### src/hdl/xcfr_pkg.sv
// ---------------------------------------------------------------------------
// xcfr_pkg
// Shared constants, types and the error reply byte table for the XOR
// checked frame receiver.
// ---------------------------------------------------------------------------
package xcfr_pkg;

	localparam logic [7:0] FR_START          = 8'd27;
	localparam logic [7:0] FR_TOKEN          = 8'd14;
	localparam logic [7:0] FR_ANS_CKSUM_ERR  = 8'hb0;
	localparam logic [7:0] FR_STAT_CKSUM_ERR = 8'hc1;
	localparam logic [7:0] REPLY_LEN_HI      = 8'h00;
	localparam logic [7:0] REPLY_LEN_LO      = 8'h02;
	localparam logic [7:0] REPLY_LAST_IDX    = 8'd7;

	// XOR of every fixed byte of the error reply; the sequence number is folded in later
	localparam logic [7:0] REPLY_CK_BASE = FR_START ^ REPLY_LEN_HI ^ REPLY_LEN_LO ^
		FR_TOKEN ^ FR_ANS_CKSUM_ERR ^ FR_STAT_CKSUM_ERR;

	// Run request from the parser to the emitter
	typedef struct packed {
		logic       start;
		logic       err;
		logic [7:0] last_idx;
		logic [7:0] seq;
	} emit_cmd_t;

	function automatic logic [7:0] reply_byte(input logic [2:0] idx, input logic [7:0] seq);
		logic [7:0] b;
		unique case (idx)
			3'd0: b = FR_START;
			3'd1: b = seq;
			3'd2: b = REPLY_LEN_HI;
			3'd3: b = REPLY_LEN_LO;
			3'd4: b = FR_TOKEN;
			3'd5: b = FR_ANS_CKSUM_ERR;
			3'd6: b = FR_STAT_CKSUM_ERR;
			3'd7: b = REPLY_CK_BASE ^ seq;
		endcase
		return b;
	endfunction

endpackage

### src/hdl/xcfr_ram.sv
// ---------------------------------------------------------------------------
// xcfr_ram
// Generic simple dual-port RAM: one write port, one read port with
// registered read data that holds while no read is enabled.
// ---------------------------------------------------------------------------
module xcfr_ram #(
	parameter int WIDTH = 8,
	parameter int DEPTH = 64
) (
	input  logic                     clk,
	input  logic                     we,
	input  logic [$clog2(DEPTH)-1:0] waddr,
	input  logic [WIDTH-1:0]         wdata,
	input  logic                     re,
	input  logic [$clog2(DEPTH)-1:0] raddr,
	output logic [WIDTH-1:0]         rdata
);

	logic [WIDTH-1:0] mem_q [DEPTH];

	always_ff @(posedge clk) begin
		if (we) begin
			mem_q[waddr] <= wdata;
		end
		if (re) begin
			rdata <= mem_q[raddr];
		end
	end

endmodule

### src/hdl/xcfr_parser.sv
// ---------------------------------------------------------------------------
// xcfr_parser
// Frame header state machine: tracks the running XOR, validates length and
// token, writes payload bytes into the buffer RAM and requests a run at the
// checksum byte.
// ---------------------------------------------------------------------------
module xcfr_parser #(
	parameter int BUF_DEPTH = 64
) (
	input  logic                         clk,
	input  logic                         arst_n,
	input  logic                         accept,
	input  logic [7:0]                   rx_byte,
	output logic                         ram_we,
	output logic [$clog2(BUF_DEPTH)-1:0] ram_waddr,
	output logic [7:0]                   ram_wdata,
	output xcfr_pkg::emit_cmd_t          cmd
);

	import xcfr_pkg::*;

	localparam int AW    = $clog2(BUF_DEPTH);
	localparam int CNT_W = $clog2(BUF_DEPTH + 1);

	typedef enum logic [2:0] {
		PH_START,
		PH_SEQ,
		PH_LEN_HI,
		PH_LEN_LO,
		PH_TOKEN,
		PH_PAYLOAD,
		PH_CHECK
	} phase_t;

	phase_t           phase_q;
	logic [7:0]       seq_q;
	logic [7:0]       len_hi_q;
	logic [CNT_W-1:0] len_q;
	logic [7:0]       check_q;
	logic [CNT_W-1:0] fill_q;

	logic [15:0]      full_len;
	logic [CNT_W-1:0] fill_nxt;
	logic [CNT_W-1:0] fill_m1;
	logic [7:0]       check_nxt;

	assign full_len  = {len_hi_q, rx_byte};
	assign fill_nxt  = fill_q + 1'b1;
	assign fill_m1   = fill_q - 1'b1;
	assign check_nxt = check_q ^ rx_byte;

	assign ram_we    = accept && (phase_q == PH_PAYLOAD);
	assign ram_waddr = fill_q[AW-1:0];
	assign ram_wdata = rx_byte;

	always_comb begin
		cmd.start    = accept && (phase_q == PH_CHECK);
		cmd.err      = (check_nxt != 8'd0);
		cmd.last_idx = cmd.err ? REPLY_LAST_IDX : 8'(fill_m1);
		cmd.seq      = seq_q;
	end

	always_ff @(posedge clk or negedge arst_n) begin
		if (!arst_n) begin
			phase_q  <= PH_START;
			seq_q    <= 8'd0;
			len_hi_q <= 8'd0;
			len_q    <= '0;
			check_q  <= 8'd0;
			fill_q   <= '0;
		end else if (accept) begin
			unique case (phase_q)
				PH_SEQ: begin
					check_q <= check_nxt;
					seq_q   <= rx_byte;
					phase_q <= PH_LEN_HI;
				end
				PH_LEN_HI: begin
					check_q  <= check_nxt;
					len_hi_q <= rx_byte;
					phase_q  <= PH_LEN_LO;
				end
				PH_LEN_LO: begin
					check_q <= check_nxt;
					len_q   <= full_len[CNT_W-1:0];
					fill_q  <= '0;
					// drop empty or oversized frames
					if (full_len == 16'd0 || full_len > 16'(BUF_DEPTH)) begin
						phase_q <= PH_START;
					end else begin
						phase_q <= PH_TOKEN;
					end
				end
				PH_TOKEN: begin
					if (rx_byte == FR_TOKEN) begin
						check_q <= check_nxt;
						phase_q <= PH_PAYLOAD;
					end else begin
						phase_q <= PH_START;
					end
				end
				PH_PAYLOAD: begin
					check_q <= check_nxt;
					fill_q  <= fill_nxt;
					if (fill_nxt >= len_q) begin
						phase_q <= PH_CHECK;
					end
				end
				PH_CHECK: begin
					check_q <= check_nxt;
					phase_q <= PH_START;
				end
				default: begin
					phase_q <= PH_START;
					if (rx_byte == FR_START) begin
						check_q <= FR_START;
						phase_q <= PH_SEQ;
					end
				end
			endcase
		end
	end

endmodule

### src/hdl/xcfr_emitter.sv
// ---------------------------------------------------------------------------
// xcfr_emitter
// Run sequencer: issues buffer reads (or reply table lookups), holds the
// read result in the RAM output stage and feeds the output register.
// ---------------------------------------------------------------------------
module xcfr_emitter #(
	parameter int BUF_DEPTH = 64
) (
	input  logic                         clk,
	input  logic                         arst_n,
	input  xcfr_pkg::emit_cmd_t          cmd,
	output logic                         busy,
	output logic                         ram_re,
	output logic [$clog2(BUF_DEPTH)-1:0] ram_raddr,
	input  logic [7:0]                   ram_rdata,
	output logic                         m_valid,
	input  logic                         m_ready,
	output logic                         m_kind,
	output logic [7:0]                   m_byte,
	output logic                         m_last
);

	import xcfr_pkg::*;

	localparam int AW    = $clog2(BUF_DEPTH);
	localparam int IDX_W = (AW > 3) ? AW : 3;

	logic             active_q;
	logic             err_q;
	logic [7:0]       seq_q;
	logic [IDX_W-1:0] idx_q;
	logic [IDX_W-1:0] last_idx_q;

	logic             s1_valid_q;
	logic             s1_kind_q;
	logic             s1_last_q;
	logic [7:0]       s1_byte_q;

	logic             out_valid_q;
	logic             out_kind_q;
	logic [7:0]       out_byte_q;
	logic             out_last_q;

	logic out_free;
	logic issue;
	logic at_last;

	assign out_free  = !out_valid_q || m_ready;
	assign issue     = active_q && (!s1_valid_q || out_free);
	assign at_last   = (idx_q == last_idx_q);
	assign ram_re    = issue && !err_q;
	assign ram_raddr = idx_q[AW-1:0];
	assign busy      = active_q;

	assign m_valid = out_valid_q;
	assign m_kind  = out_kind_q;
	assign m_byte  = out_byte_q;
	assign m_last  = out_last_q;

	always_ff @(posedge clk or negedge arst_n) begin
		if (!arst_n) begin
			active_q    <= 1'b0;
			s1_valid_q  <= 1'b0;
			out_valid_q <= 1'b0;
		end else begin
			if (cmd.start) begin
				active_q <= 1'b1;
			end else if (issue && at_last) begin
				active_q <= 1'b0;
			end

			if (issue) begin
				s1_valid_q <= 1'b1;
			end else if (out_free) begin
				s1_valid_q <= 1'b0;
			end

			if (out_free) begin
				out_valid_q <= s1_valid_q;
			end
		end
	end

	// payload registers
	always_ff @(posedge clk) begin
		if (cmd.start) begin
			err_q      <= cmd.err;
			seq_q      <= cmd.seq;
			idx_q      <= '0;
			last_idx_q <= cmd.last_idx[IDX_W-1:0];
		end else if (issue) begin
			idx_q <= idx_q + 1'b1;
		end

		if (issue) begin
			s1_kind_q <= err_q;
			s1_last_q <= at_last;
			s1_byte_q <= reply_byte(idx_q[2:0], seq_q);
		end

		if (out_free && s1_valid_q) begin
			out_kind_q <= s1_kind_q;
			out_last_q <= s1_last_q;
			out_byte_q <= s1_kind_q ? s1_byte_q : ram_rdata;
		end
	end

	a_start_when_idle : assert property (@(posedge clk) disable iff (!arst_n)
		cmd.start |-> !active_q)
		else $error("run requested while a run is still being issued");

	a_stop_after_last : assert property (@(posedge clk) disable iff (!arst_n)
		issue && at_last |=> !active_q)
		else $error("emitter still active after issuing the last item");

	a_reply_ends_on_seven : assert property (@(posedge clk) disable iff (!arst_n)
		issue && err_q && at_last |-> idx_q[2:0] == 3'd7)
		else $error("error reply run not eight bytes long");

endmodule

### src/hdl/xor_checked_frame_receiver_core.sv
// ---------------------------------------------------------------------------
// xor_checked_frame_receiver_core
// Parses framed bytes (start, sequence, length, token, payload, XOR check),
// buffers the payload in RAM and emits it as a run, or an error reply run.
//
// Channel   Dir  Handshake                    Payload
// s_axis    in   s_axis_tvalid/s_axis_tready  tdata[7:0] = rx_byte
// m_axis    out  m_axis_tvalid/m_axis_tready  tdata[7:0] = out_byte, tuser = out_kind,
//                                             tlast = out_last
//
// One input byte per cycle while no run is being issued.
// A run keeps s_axis_tready low until its last result is issued, one read a cycle
// on the payload RAM read port for a payload run while the output does not stall;
// the first result passes the run start flag, the read stage and the output register.
// Output stalls hold the read stage and the output register; no reset pass.
// Reset clears the parser and the emitter control; the RAM is not cleared.
// ---------------------------------------------------------------------------
module xor_checked_frame_receiver_core #(
	parameter int BUF_DEPTH = 64
) (
	input  logic       clk,
	input  logic       arst_n,
	input  logic       s_axis_tvalid,
	output logic       s_axis_tready,
	input  logic [7:0] s_axis_tdata,   // [7:0] rx_byte
	output logic       m_axis_tvalid,
	input  logic       m_axis_tready,
	output logic [7:0] m_axis_tdata,   // [7:0] out_byte
	output logic       m_axis_tuser,   // [0] out_kind
	output logic       m_axis_tlast
);

	import xcfr_pkg::*;

	localparam int AW = $clog2(BUF_DEPTH);

	logic          accept;
	logic          busy;
	emit_cmd_t     cmd;
	logic          ram_we;
	logic [AW-1:0] ram_waddr;
	logic [7:0]    ram_wdata;
	logic          ram_re;
	logic [AW-1:0] ram_raddr;
	logic [7:0]    ram_rdata;

	assign s_axis_tready = !busy;
	assign accept        = s_axis_tvalid && s_axis_tready;

	xcfr_parser #(.BUF_DEPTH(BUF_DEPTH)) u_parser (
		.clk       (clk),
		.arst_n    (arst_n),
		.accept    (accept),
		.rx_byte   (s_axis_tdata),
		.ram_we    (ram_we),
		.ram_waddr (ram_waddr),
		.ram_wdata (ram_wdata),
		.cmd       (cmd)
	);

	xcfr_ram #(.WIDTH(8), .DEPTH(BUF_DEPTH)) u_ram (
		.clk   (clk),
		.we    (ram_we),
		.waddr (ram_waddr),
		.wdata (ram_wdata),
		.re    (ram_re),
		.raddr (ram_raddr),
		.rdata (ram_rdata)
	);

	xcfr_emitter #(.BUF_DEPTH(BUF_DEPTH)) u_emitter (
		.clk       (clk),
		.arst_n    (arst_n),
		.cmd       (cmd),
		.busy      (busy),
		.ram_re    (ram_re),
		.ram_raddr (ram_raddr),
		.ram_rdata (ram_rdata),
		.m_valid   (m_axis_tvalid),
		.m_ready   (m_axis_tready),
		.m_kind    (m_axis_tuser),
		.m_byte    (m_axis_tdata),
		.m_last    (m_axis_tlast)
	);

	a_no_rw_overlap : assert property (@(posedge clk) disable iff (!arst_n)
		!(ram_we && ram_re))
		else $error("payload write and run read in the same cycle");

	a_no_accept_in_run : assert property (@(posedge clk) disable iff (!arst_n)
		busy |-> !accept)
		else $error("input transaction accepted during a run");

endmodule

### config.mk
export PLATFORM = sky130hd
export DESIGN_NAME = xor_checked_frame_receiver_core
export DESIGN_NICKNAME = d
export VERILOG_FILES = /design/src/hdl/xcfr_pkg.sv /design/src/hdl/xcfr_ram.sv /design/src/hdl/xcfr_parser.sv /design/src/hdl/xcfr_emitter.sv /design/src/hdl/xor_checked_frame_receiver_core.sv
export SDC_FILE = /design/constraint.sdc
export NUM_CORES = 1
export LEC_CHECK = 0
export BUFFER_PORTS_ARGS = -buffer_cell sky130_fd_sc_hd__buf_4
export CORE_ASPECT_RATIO = 0.6
export CORE_MARGIN = 3
export CORE_UTILIZATION = 30
export CTS_BUF_LIST = sky130_fd_sc_hd__clkbuf_8
export CTS_CLUSTER_SIZE = 8
export DETAILED_ROUTE_END_ITERATION = 8
export PLACE_DENSITY = 0.45
export SYNTH_ARGS = -nofsm -noshare
export SYNTH_HDL_FRONTEND = slang
export SYNTH_SLANG_ARGS = --single-unit
### constraint.sdc
create_clock -name clk -period 2.1 [get_ports clk]
set_clock_uncertainty 0.15 [all_clocks]
set_input_delay 0.21 -clock clk [delete_from_list [all_inputs] [get_ports clk]]
set_output_delay 0.21 -clock clk [all_outputs]
set_load 0.05 [all_outputs]
==> results of run 1 <==
## area by class of cell
class / instances / area (um2)
multi-input combinational: 642 / 7098
antenna: 3 / 7.507
inverter: 17 / 72.57
timing repair buffer: 360 / 3815
fill: 7294 / 48340
tap: 1066 / 1334
clock buffer: 96 / 1321
sequential: 605 / 17900
clock inverter: 59 / 290.3
## layer usage
layer,GRT usage [%],wire length (um),vias to the layer above
met5,0,0,-
met1,28.04,37680,7513
met4,4.085,1186,0
met2,24.01,30300,460
li1,-,-,6122
met3,5.396,6186,96
## cells by family (layout without fill, tap and decap cells)
kind of cell	count (synthesis)	count (layout)
XOR/XNOR	28	28
adder cells (fa/ha/maj)	15	15
buffers and inverters	96	532
flip-flops	605	605
AND/OR/NAND/NOR	247	247
other	0	3
multiplexers	199	199
AO/OA/AOI/OAI	153	153
## power by group through the flow
stage	registers, W	clock network [W]	logic, W
floorplan	0.0141	0	0.00539
global placement	0.0142	0	0.00886
detailed placement	0.0142	0	0.00890
CTS	0.0139	0.00924	0.0103
global route	0.0139	0.00984	0.0112
finish	0.0139	0.00895	0.0106
## critical path, cell delays in order, from the launching register on
cell,delay (ns)
sky130_fd_sc_hd__dfxtp_4,0.39
sky130_fd_sc_hd__buf_12,0.14
sky130_fd_sc_hd__buf_16,0.17
sky130_fd_sc_hd__mux4_1,0.67
sky130_fd_sc_hd__mux2_4,0.32
sky130_fd_sc_hd__a221oi_2,0.22
sky130_fd_sc_hd__buf_4,0.16
sky130_fd_sc_hd__nor4_1,0.04
## state kept, by name (all words and copies together), names as in the netlist, 8 cells and up
| register | count |
|---|---|
| u_parser.seq_q | 8 |
| u_emitter.seq_q | 8 |
| u_parser.len_hi_q | 8 |
| u_ram.mem_q | 512 |
| u_parser.check_q | 8 |
| u_ram.rdata | 8 |
| u_emitter.s1_byte_q | 8 |
| u_emitter.m_byte | 8 |
## cells in the mapped netlist (18+ instances only)
library cell | instances | share of area, %
sky130_fd_sc_hd__clkbuf_1 | 20 | 0.31
sky130_fd_sc_hd__mux4_1 | 33 | 3.5
sky130_fd_sc_hd__o22ai_1 | 18 | 0.46
sky130_fd_sc_hd__nand2_1 | 68 | 1.0
sky130_fd_sc_hd__mux4_2 | 66 | 6.1
sky130_fd_sc_hd__mux2_2 | 35 | 1.6
sky130_fd_sc_hd__edfxtp_1 | 555 | 68
sky130_fd_sc_hd__o21ai_0 | 29 | 0.59
sky130_fd_sc_hd__dfrtp_1 | 44 | 4.5
sky130_fd_sc_hd__buf_2 | 20 | 0.41
sky130_fd_sc_hd__nor2_1 | 97 | 1.5
sky130_fd_sc_hd__xor2_1 | 18 | 0.64
sky130_fd_sc_hd__a21oi_1 | 27 | 0.55
sky130_fd_sc_hd__mux2i_1 | 65 | 2.7
## repair_timing
action	4_1_cts	5_1_grt
hold endpoints to repair	207	0
buffers inserted	33	11
cloned	4	0
hold buffers	11	0
setup endpoints to repair	530	548
resized for setup	297	124
pin swaps	52	52
## stage by stage
step | setup TNS [ns] | area, um2 | worst slack (ns) | cells
after floorplan | -45.45 | 24620 | -0.1834 | 1343
after global placement | -99.22 | 28020 | -0.9580 | 2635
after detailed placement | -90.30 | 28020 | -0.8752 | 2635
after CTS | -19.70 | 31270 | -0.4186 | 2838
after global routing | -32.38 | 31840 | -0.5287 | 2848
final | -10.74 | 31840 | -0.4495 | 2848
## worst max-delay path by stage
stage	start	end	slack [ns]	cells after the start
floorplan	u_emitter.busy$_DFFE_PN0P_	u_ram.mem_q[57][0]$_DFFE_PP_	-0.18	6
global placement	u_emitter.ram_raddr[0]$_SDFFE_PP0P_	u_ram.rdata[3]$_DFFE_PP_	-0.96	6
detailed placement	u_emitter.ram_raddr[0]$_SDFFE_PP0P_	u_ram.rdata[3]$_DFFE_PP_	-0.88	6
CTS	u_emitter.ram_raddr[0]$_SDFFE_PP0P_	u_ram.rdata[2]$_DFFE_PP_	-0.42	9
global route	u_emitter.ram_raddr[0]$_SDFFE_PP0P_	u_ram.rdata[0]$_DFFE_PP_	-0.53	9
finish	u_emitter.ram_raddr[0]$_SDFFE_PP0P_	u_ram.rdata[2]$_DFFE_PP_	-0.45	7
==> run_summary.xml, run 1 <==
<?xml version="1.0" encoding="UTF-8"?>
<metrics>
  <group name="clock_tree">
    <metric name="htree_num_levels" unit="">3</metric>
    <metric name="cts_tree" unit="">built</metric>
    <metric name="cts.sink_count" unit="">605</metric>
    <metric name="clk_root_buffer_cell" unit="">sky130_fd_sc_hd__clkbuf_8</metric>
    <metric name="clk-insertion-delay-late" unit="ns">0.72</metric>
    <metric name="clock_path_buffers" unit="">3</metric>
    <metric name="cts.clk_slew.worst_paths" unit="ns">0.07</metric>
    <metric name="cts_inserted_buffers" unit="">92</metric>
  </group>
  <group name="finish">
    <metric name="utilization" unit="%">39.71</metric>
    <metric name="final_layout_size_suffix_gt1_share" unit="%">42.95</metric>
    <metric name="mostFrequentLayoutCell" unit="">sky130_fd_sc_hd__edfxtp_1</metric>
    <metric name="most-common-layout-cells" unit="">sky130_fd_sc_hd__edfxtp_1 (555), sky130_fd_sc_hd__buf_4 (212), sky130_fd_sc_hd__clkbuf_8 (96)</metric>
    <metric name="finalNetCount" unit="">1745</metric>
    <metric name="synthToLayoutAreaGrowth" unit="%">30.03</metric>
  </group>
  <group name="global_route">
    <metric name="wire_length_of_the_first_global_routing_pass" unit="mm">108.1</metric>
    <metric name="globalRouteTotalUtil" unit="%">17.92</metric>
    <metric name="number_of_global_route_vias_before_repair" unit="">14600</metric>
    <metric name="globalRouteOverflowTotal" unit="">0</metric>
    <metric name="antenna_found_initial" unit="">3</metric>
    <metric name="largest_net_degree_at_the_start_of_global_routing" unit="">71</metric>
  </group>
  <group name="synth">
    <metric name="synth.avg_cell_area" unit="um2">18.23</metric>
    <metric name="async_set_or_reset_register_ratio_after_synthesis" unit="%">7.273</metric>
    <metric name="synth.cell_area" unit="um2">24490</metric>
    <metric name="synth.ff_latch_count" unit="">605</metric>
    <metric name="synth_adder_area_share" unit="%">0.7664</metric>
    <metric name="synthesis.instances" unit="">1343</metric>
    <metric name="synth-edff-count" unit="">555</metric>
    <metric name="post_synth_and_or_nand_nor_area_fraction" unit="%">4.598</metric>
    <metric name="synthMuxAreaShare" unit="%">13.88</metric>
    <metric name="netlist-cell-type-count" unit="">65</metric>
    <metric name="synth_top_family_by_area" unit="">multiplexers</metric>
    <metric name="yosysSeqAreaShare" unit="%">73.04</metric>
    <metric name="yosys.area_share.xor_xnor" unit="%">1.001</metric>
    <metric name="mappedNetlistNets" unit="">1370</metric>
    <metric name="synth-compound-area-share" unit="%">4.307</metric>
    <metric name="ys.flop_type" unit="">sky130_fd_sc_hd__edfxtp_1</metric>
    <metric name="synth.yosys.warnings" unit="">0</metric>
  </group>
  <group name="routing">
    <metric name="num_vias" unit="">14190</metric>
    <metric name="detail_route.drc_violations" unit="">0</metric>
    <metric name="ant_nets" unit="">0</metric>
    <metric name="number_of_drc_markers_in_iteration_0" unit="">1476</metric>
    <metric name="detail_route.vias_per_cell" unit="">4.983</metric>
    <metric name="dr.pass1.iters" unit="">5</metric>
    <metric name="drt_wl_total" unit="mm">75.35</metric>
    <metric name="wl_per_cell" unit="um">26.46</metric>
  </group>
  <group name="floorplanning">
    <metric name="row_cnt" unit="">80</metric>
    <metric name="coreArea" unit="um2">80180</metric>
    <metric name="die_width" unit="um">374.8</metric>
    <metric name="start_util" unit="%">30.54</metric>
    <metric name="top_level_ports" unit="">24</metric>
    <metric name="die_area" unit="um2">85200</metric>
    <metric name="die_height" unit="um">227.3</metric>
  </group>
  <group name="power">
    <metric name="p_clk_share" unit="%">26.7</metric>
    <metric name="p_leak" unit="nW">10.93</metric>
    <metric name="seq_power_share" unit="%">41.5</metric>
    <metric name="pwr-share-comb" unit="%">31.7</metric>
    <metric name="power.switching_fraction" unit="%">30.99</metric>
    <metric name="pwr_density_cell" unit="nW/um2">1052</metric>
    <metric name="power" unit="W">0.03349</metric>
    <metric name="net-switching-power" unit="W">0.01038</metric>
    <metric name="worst_supply_voltage_drop_on_vdd" unit="mV">0.5496</metric>
    <metric name="internal-power" unit="W">0.02311</metric>
  </group>
  <group name="worst_hold_path">
    <metric name="hold_path_class" unit="">in2reg</metric>
    <metric name="hp-start" unit="">s_axis_tdata[6]</metric>
    <metric name="holdPathEnd" unit="">u_parser.len_q[6]$_DFFE_PN0P_</metric>
    <metric name="min_delay_path_depth" unit="">4</metric>
  </group>
  <group name="placed_design">
    <metric name="hpwlAfterDp" unit="mm">48.90</metric>
    <metric name="buffer_ports.inserted" unit="">23</metric>
    <metric name="place.gp.congestion" unit="">0.8096</metric>
  </group>
  <group name="worst_setup_path">
    <metric name="rr_endpoint" unit="">u_ram.rdata[2]$_DFFE_PP_</metric>
    <metric name="arrival" unit="ns">2.85</metric>
    <metric name="cp.required" unit="ns">2.40</metric>
    <metric name="setup_slack_of_the_worst_register_to_register_path" unit="ns">-0.45</metric>
    <metric name="reg2regPathDepth" unit="">7</metric>
    <metric name="r2r_start" unit="">u_emitter.ram_raddr[0]$_SDFFE_PP0P_</metric>
    <metric name="critPathKind" unit="">reg2reg</metric>
    <metric name="worst_setup_path_start_kind" unit="">register</metric>
    <metric name="cp_max_fo" unit="">8</metric>
    <metric name="timing.critical_path.to_type" unit="">register</metric>
  </group>
  <group name="timing">
    <metric name="fin_hold_ws" unit="ns">0.06289</metric>
    <metric name="slew_headroom" unit="%">34.65</metric>
    <metric name="hold_violations" unit="">0</metric>
    <metric name="grt_setup_unrepaired" unit="">yes</metric>
    <metric name="fin_worst_setup_slack" unit="ns">-0.4495</metric>
    <metric name="post_route_fraction_of_the_period_consumed_by_the_critical_path" unit="%">121.4</metric>
    <metric name="min_cycle_time_layout" unit="ns">2.550</metric>
    <metric name="fmax" unit="GHz">0.3922</metric>
    <metric name="timing_max_transition_violations_final" unit="">0</metric>
    <metric name="setup_viol_count_final" unit="">215</metric>
    <metric name="worstMarginPinSlew" unit="ns">0.9802</metric>
  </group>
  <group name="status">
    <metric name="failed_checks" unit="">negative setup slack</metric>
    <metric name="outcome" unit="">finished with violations</metric>
  </group>
  <group name="flow_run">
    <metric name="cap_viol_max_count" unit="">0</metric>
  </group>
</metrics>
No activity file was read; power rests on OpenSTA's default activity.
==> inputs of run 2 (changes only) <==
==> constraint.sdc (replaced) <==
create_clock -name clk -period 2.1 [get_ports clk]
set_clock_uncertainty 0.15 [all_clocks]
set_input_delay 0.105 -clock clk [delete_from_list [all_inputs] [get_ports clk]]
set_output_delay 0.105 -clock clk [all_outputs]
set_load 0.05 [all_outputs]
==> run 2 against run 1 <==
Net effect:
- the run still ends with negative setup slack left
- non-clock buffer count fell by 11
- sequential power about the same
- first-iteration DRC count shrank 9.0%
- sequential cell count stayed put
- utilization grew 0.15 points
- fmax rose by 0.23%
- critical endpoint is now u_ram.rdata[3]$_DFFE_PP_
- largest power group unchanged
==> run_summary.xml, run 2 (synthesized netlist as in run 1, its figures left out) <==
<?xml version="1.0" encoding="UTF-8"?>
<metrics>
  <group name="worst_setup_path">
    <metric name="critical_path.slowest_cell" unit="">sky130_fd_sc_hd__mux4_2</metric>
    <metric name="crit_path_max_incr_delay" unit="ns">0.59</metric>
    <metric name="critPathLaunch" unit="">u_emitter.ram_raddr[0]$_SDFFE_PP0P_</metric>
    <metric name="timing.critical_path.to_type" unit="">register</metric>
    <metric name="arrival" unit="ns">2.84</metric>
    <metric name="r2r_start" unit="">u_emitter.ram_raddr[0]$_SDFFE_PP0P_</metric>
    <metric name="cp_num_buf_inv" unit="">3</metric>
    <metric name="critPathKind" unit="">reg2reg</metric>
    <metric name="cp_max_fo" unit="">6</metric>
    <metric name="worstPathCellList" unit="">buf_12, buf_12, mux4_2, nand2_4, a21oi_4, a2111oi_4, buf_4, nor4_2</metric>
    <metric name="cp.required" unit="ns">2.40</metric>
    <metric name="critical_path.most_common_cell" unit="">sky130_fd_sc_hd__buf_12</metric>
    <metric name="worst_setup_path_start_kind" unit="">register</metric>
    <metric name="worst_path_dominant_cell_family" unit="">multiplexers</metric>
  </group>
  <group name="routing">
    <metric name="wl_per_cell" unit="um">26.53</metric>
    <metric name="ant_nets" unit="">0</metric>
    <metric name="number_of_drc_markers_in_iteration_0" unit="">1343</metric>
    <metric name="dr.pass1.iters" unit="">5</metric>
    <metric name="detail_route.vias_per_cell" unit="">4.976</metric>
    <metric name="num_vias" unit="">14060</metric>
    <metric name="detailroute.wirelength.met2" unit="mm">29.78</metric>
    <metric name="detail_route.drc_violations" unit="">0</metric>
    <metric name="maxUsedRoutingLayer" unit="">met5</metric>
    <metric name="drt_wl_total" unit="mm">74.97</metric>
    <metric name="met3_wirelength" unit="mm">6.139</metric>
    <metric name="drt-met1-wl" unit="mm">37.81</metric>
  </group>
  <group name="floorplanning">
    <metric name="die_height" unit="um">227.3</metric>
    <metric name="die_width" unit="um">374.8</metric>
    <metric name="start_util" unit="%">30.54</metric>
    <metric name="coreArea" unit="um2">80180</metric>
    <metric name="top_level_ports" unit="">24</metric>
    <metric name="row_cnt" unit="">80</metric>
    <metric name="die_area" unit="um2">85200</metric>
  </group>
  <group name="clock_tree">
    <metric name="cts.clk_slew.worst_paths" unit="ns">0.06</metric>
    <metric name="cts_tree" unit="">built</metric>
    <metric name="clock_path_buffers" unit="">3</metric>
    <metric name="cts.sink_count" unit="">605</metric>
    <metric name="clk-insertion-delay-late" unit="ns">0.73</metric>
    <metric name="cts_inserted_buffers" unit="">91</metric>
    <metric name="clk_root_buffer_cell" unit="">sky130_fd_sc_hd__clkbuf_8</metric>
    <metric name="htree_num_levels" unit="">3</metric>
  </group>
  <group name="timing">
    <metric name="setup_viol_count_final" unit="">342</metric>
    <metric name="grt_setup_unrepaired" unit="">yes</metric>
    <metric name="timing_max_transition_violations_final" unit="">0</metric>
    <metric name="hold_violations" unit="">0</metric>
    <metric name="fmax" unit="GHz">0.3931</metric>
    <metric name="fin_worst_setup_slack" unit="ns">-0.4436</metric>
    <metric name="finalSetupTns" unit="ns">-20.18</metric>
    <metric name="fin_hold_ws" unit="ns">0.1389</metric>
    <metric name="worstMarginPinSlew" unit="ns">0.9820</metric>
    <metric name="slew_headroom" unit="%">34.53</metric>
    <metric name="post_route_fraction_of_the_period_consumed_by_the_critical_path" unit="%">121.1</metric>
    <metric name="min_cycle_time_layout" unit="ns">2.544</metric>
  </group>
  <group name="placed_design">
    <metric name="hpwlAfterDp" unit="mm">48.66</metric>
    <metric name="placed_cells" unit="">2624</metric>
    <metric name="placement.setup.worst_slack" unit="ns">-1.058</metric>
    <metric name="place.gp.congestion" unit="">0.8119</metric>
    <metric name="buffer_ports.inserted" unit="">23</metric>
  </group>
  <group name="worst_hold_path">
    <metric name="hold_path_class" unit="">in2reg</metric>
    <metric name="hp-start" unit="">m_axis_tready</metric>
  </group>
  <group name="global_route">
    <metric name="number_of_global_route_vias_before_repair" unit="">14210</metric>
    <metric name="globalRouteTotalUtil" unit="%">17.68</metric>
    <metric name="antenna_found_initial" unit="">7</metric>
    <metric name="largest_net_degree_at_the_start_of_global_routing" unit="">71</metric>
    <metric name="globalRouteOverflowTotal" unit="">0</metric>
    <metric name="wire_length_of_the_first_global_routing_pass" unit="mm">106.5</metric>
  </group>
  <group name="power">
    <metric name="power" unit="W">0.03340</metric>
    <metric name="p_leak" unit="nW">10.87</metric>
    <metric name="internal-power" unit="W">0.02294</metric>
    <metric name="pwr_density_cell" unit="nW/um2">1045</metric>
    <metric name="pwr-share-comb" unit="%">32.1</metric>
    <metric name="net-switching-power" unit="W">0.01046</metric>
    <metric name="power.switching_fraction" unit="%">31.32</metric>
    <metric name="seq_power_share" unit="%">41.7</metric>
    <metric name="p_clk_share" unit="%">26.1</metric>
    <metric name="worst_supply_voltage_drop_on_vdd" unit="mV">0.4978</metric>
  </group>
  <group name="finish">
    <metric name="largest_register_ffs" unit="">512</metric>
    <metric name="finalNetCount" unit="">1733</metric>
    <metric name="final_layout_size_suffix_gt1_share" unit="%">42.71</metric>
    <metric name="mostFrequentLayoutCell" unit="">sky130_fd_sc_hd__edfxtp_1</metric>
    <metric name="most-common-layout-cells" unit="">sky130_fd_sc_hd__edfxtp_1 (555), sky130_fd_sc_hd__buf_4 (189), sky130_fd_sc_hd__clkbuf_8 (95)</metric>
    <metric name="filler_cell_count" unit="">7277</metric>
    <metric name="synthToLayoutAreaGrowth" unit="%">30.52</metric>
    <metric name="layoutNonFillerInstCount" unit="">2826</metric>
    <metric name="register_name_with_the_most_flops" unit="">u_ram.mem_q</metric>
  </group>
  <group name="status">
    <metric name="failed_checks" unit="">negative setup slack</metric>
    <metric name="outcome" unit="">finished with violations</metric>
  </group>
  <group name="flow_run">
    <metric name="cap_viol_max_count" unit="">0</metric>
  </group>
</metrics>
[run 2: cell types whose count changed in the layout (fill, tap and decap cells not counted), moves of 4 or more]
cell                       change
sky130_fd_sc_hd__buf_4        -23
sky130_fd_sc_hd__buf_8        +15
sky130_fd_sc_hd__inv_1        -11
sky130_fd_sc_hd__buf_6         -9
sky130_fd_sc_hd__nor2_1        -9
sky130_fd_sc_hd__nor2_4        +9
sky130_fd_sc_hd__o22ai_2       +5
sky130_fd_sc_hd__a21oi_2       -4
sky130_fd_sc_hd__clkinv_1      +4
sky130_fd_sc_hd__inv_6         -4
sky130_fd_sc_hd__mux4_1        +4
sky130_fd_sc_hd__mux4_2        -4
sky130_fd_sc_hd__o22ai_1       -4
[run 2: final timing paths]
check                                                   end  slack (ns)  depth (start not counted)
min                        u_emitter.s1_valid_q$_DFFE_PN0P_        0.14                          4
max                                u_ram.rdata[3]$_DFFE_PP_       -0.44                          8
max in group asynchronous    u_parser.fill_q[3]$_DFFE_PN0P_        0.99                          3
min in group asynchronous        u_emitter.busy$_DFFE_PN0P_        0.36                          3
min reg2reg                      u_emitter.m_last$_DFFE_PP_        0.27                          0
max reg2reg                        u_ram.rdata[3]$_DFFE_PP_       -0.44                          8
[run 2: timing repair]
action	4_1_cts	5_1_grt
hold buffers	13	0
endpoints found under the setup margin	555	565
gates resized for setup	344	117
hold endpoints to repair	371	0
cloned	4	1
pin swaps	60	56
setup buffers	27	22
[run 2: routing by layer]
metal | track usage [%] | up-vias
met5 | 0 | -
met4 | 3.970 | 2
met3 | 5.034 | 83
met2 | 23.27 | 465
met1 | 28.25 | 7414
li1 | - | 6097
[run 2: power groups by stage]
stage	clock (W)	sequential, W	combinational (W)
detailed placement	0	0.0142	0.00889
floorplan	0	0.0141	0.00539
CTS	0.00903	0.0140	0.00995
global route	0.00958	0.0140	0.0113
global placement	0	0.0142	0.00884
finish	0.00873	0.0139	0.0107
[run 2: tightest hold or removal path: cells and delay by family]
family / cells / cell delay [ns]
simple gates: 2 / 0.22
buf+inv: 2 / 0.65
[run 2: through the flow]
stage	instance area, um2	utilization [%]
3_3_place_gp	27930	34.83
3_5_place_dp	27930	34.83
4_1_cts	31290	39.02
6_report	31960	39.87
5_1_grt	31960	39.86
2_1_floorplan	24620	-
[run 2: area by class of cell]
class	instances	area (um2)	area share (%)
diodes	4	10.01	0.03132
inverters	17	66.31	0.2075
clock inverters	48	225.2	0.7046
well taps	1066	1334	4.173
repair buffers	349	3849	12.04
clock buffers	95	1308	4.091
multi-input cells	642	7264	22.73
flip-flops and latches	605	17910	56.02
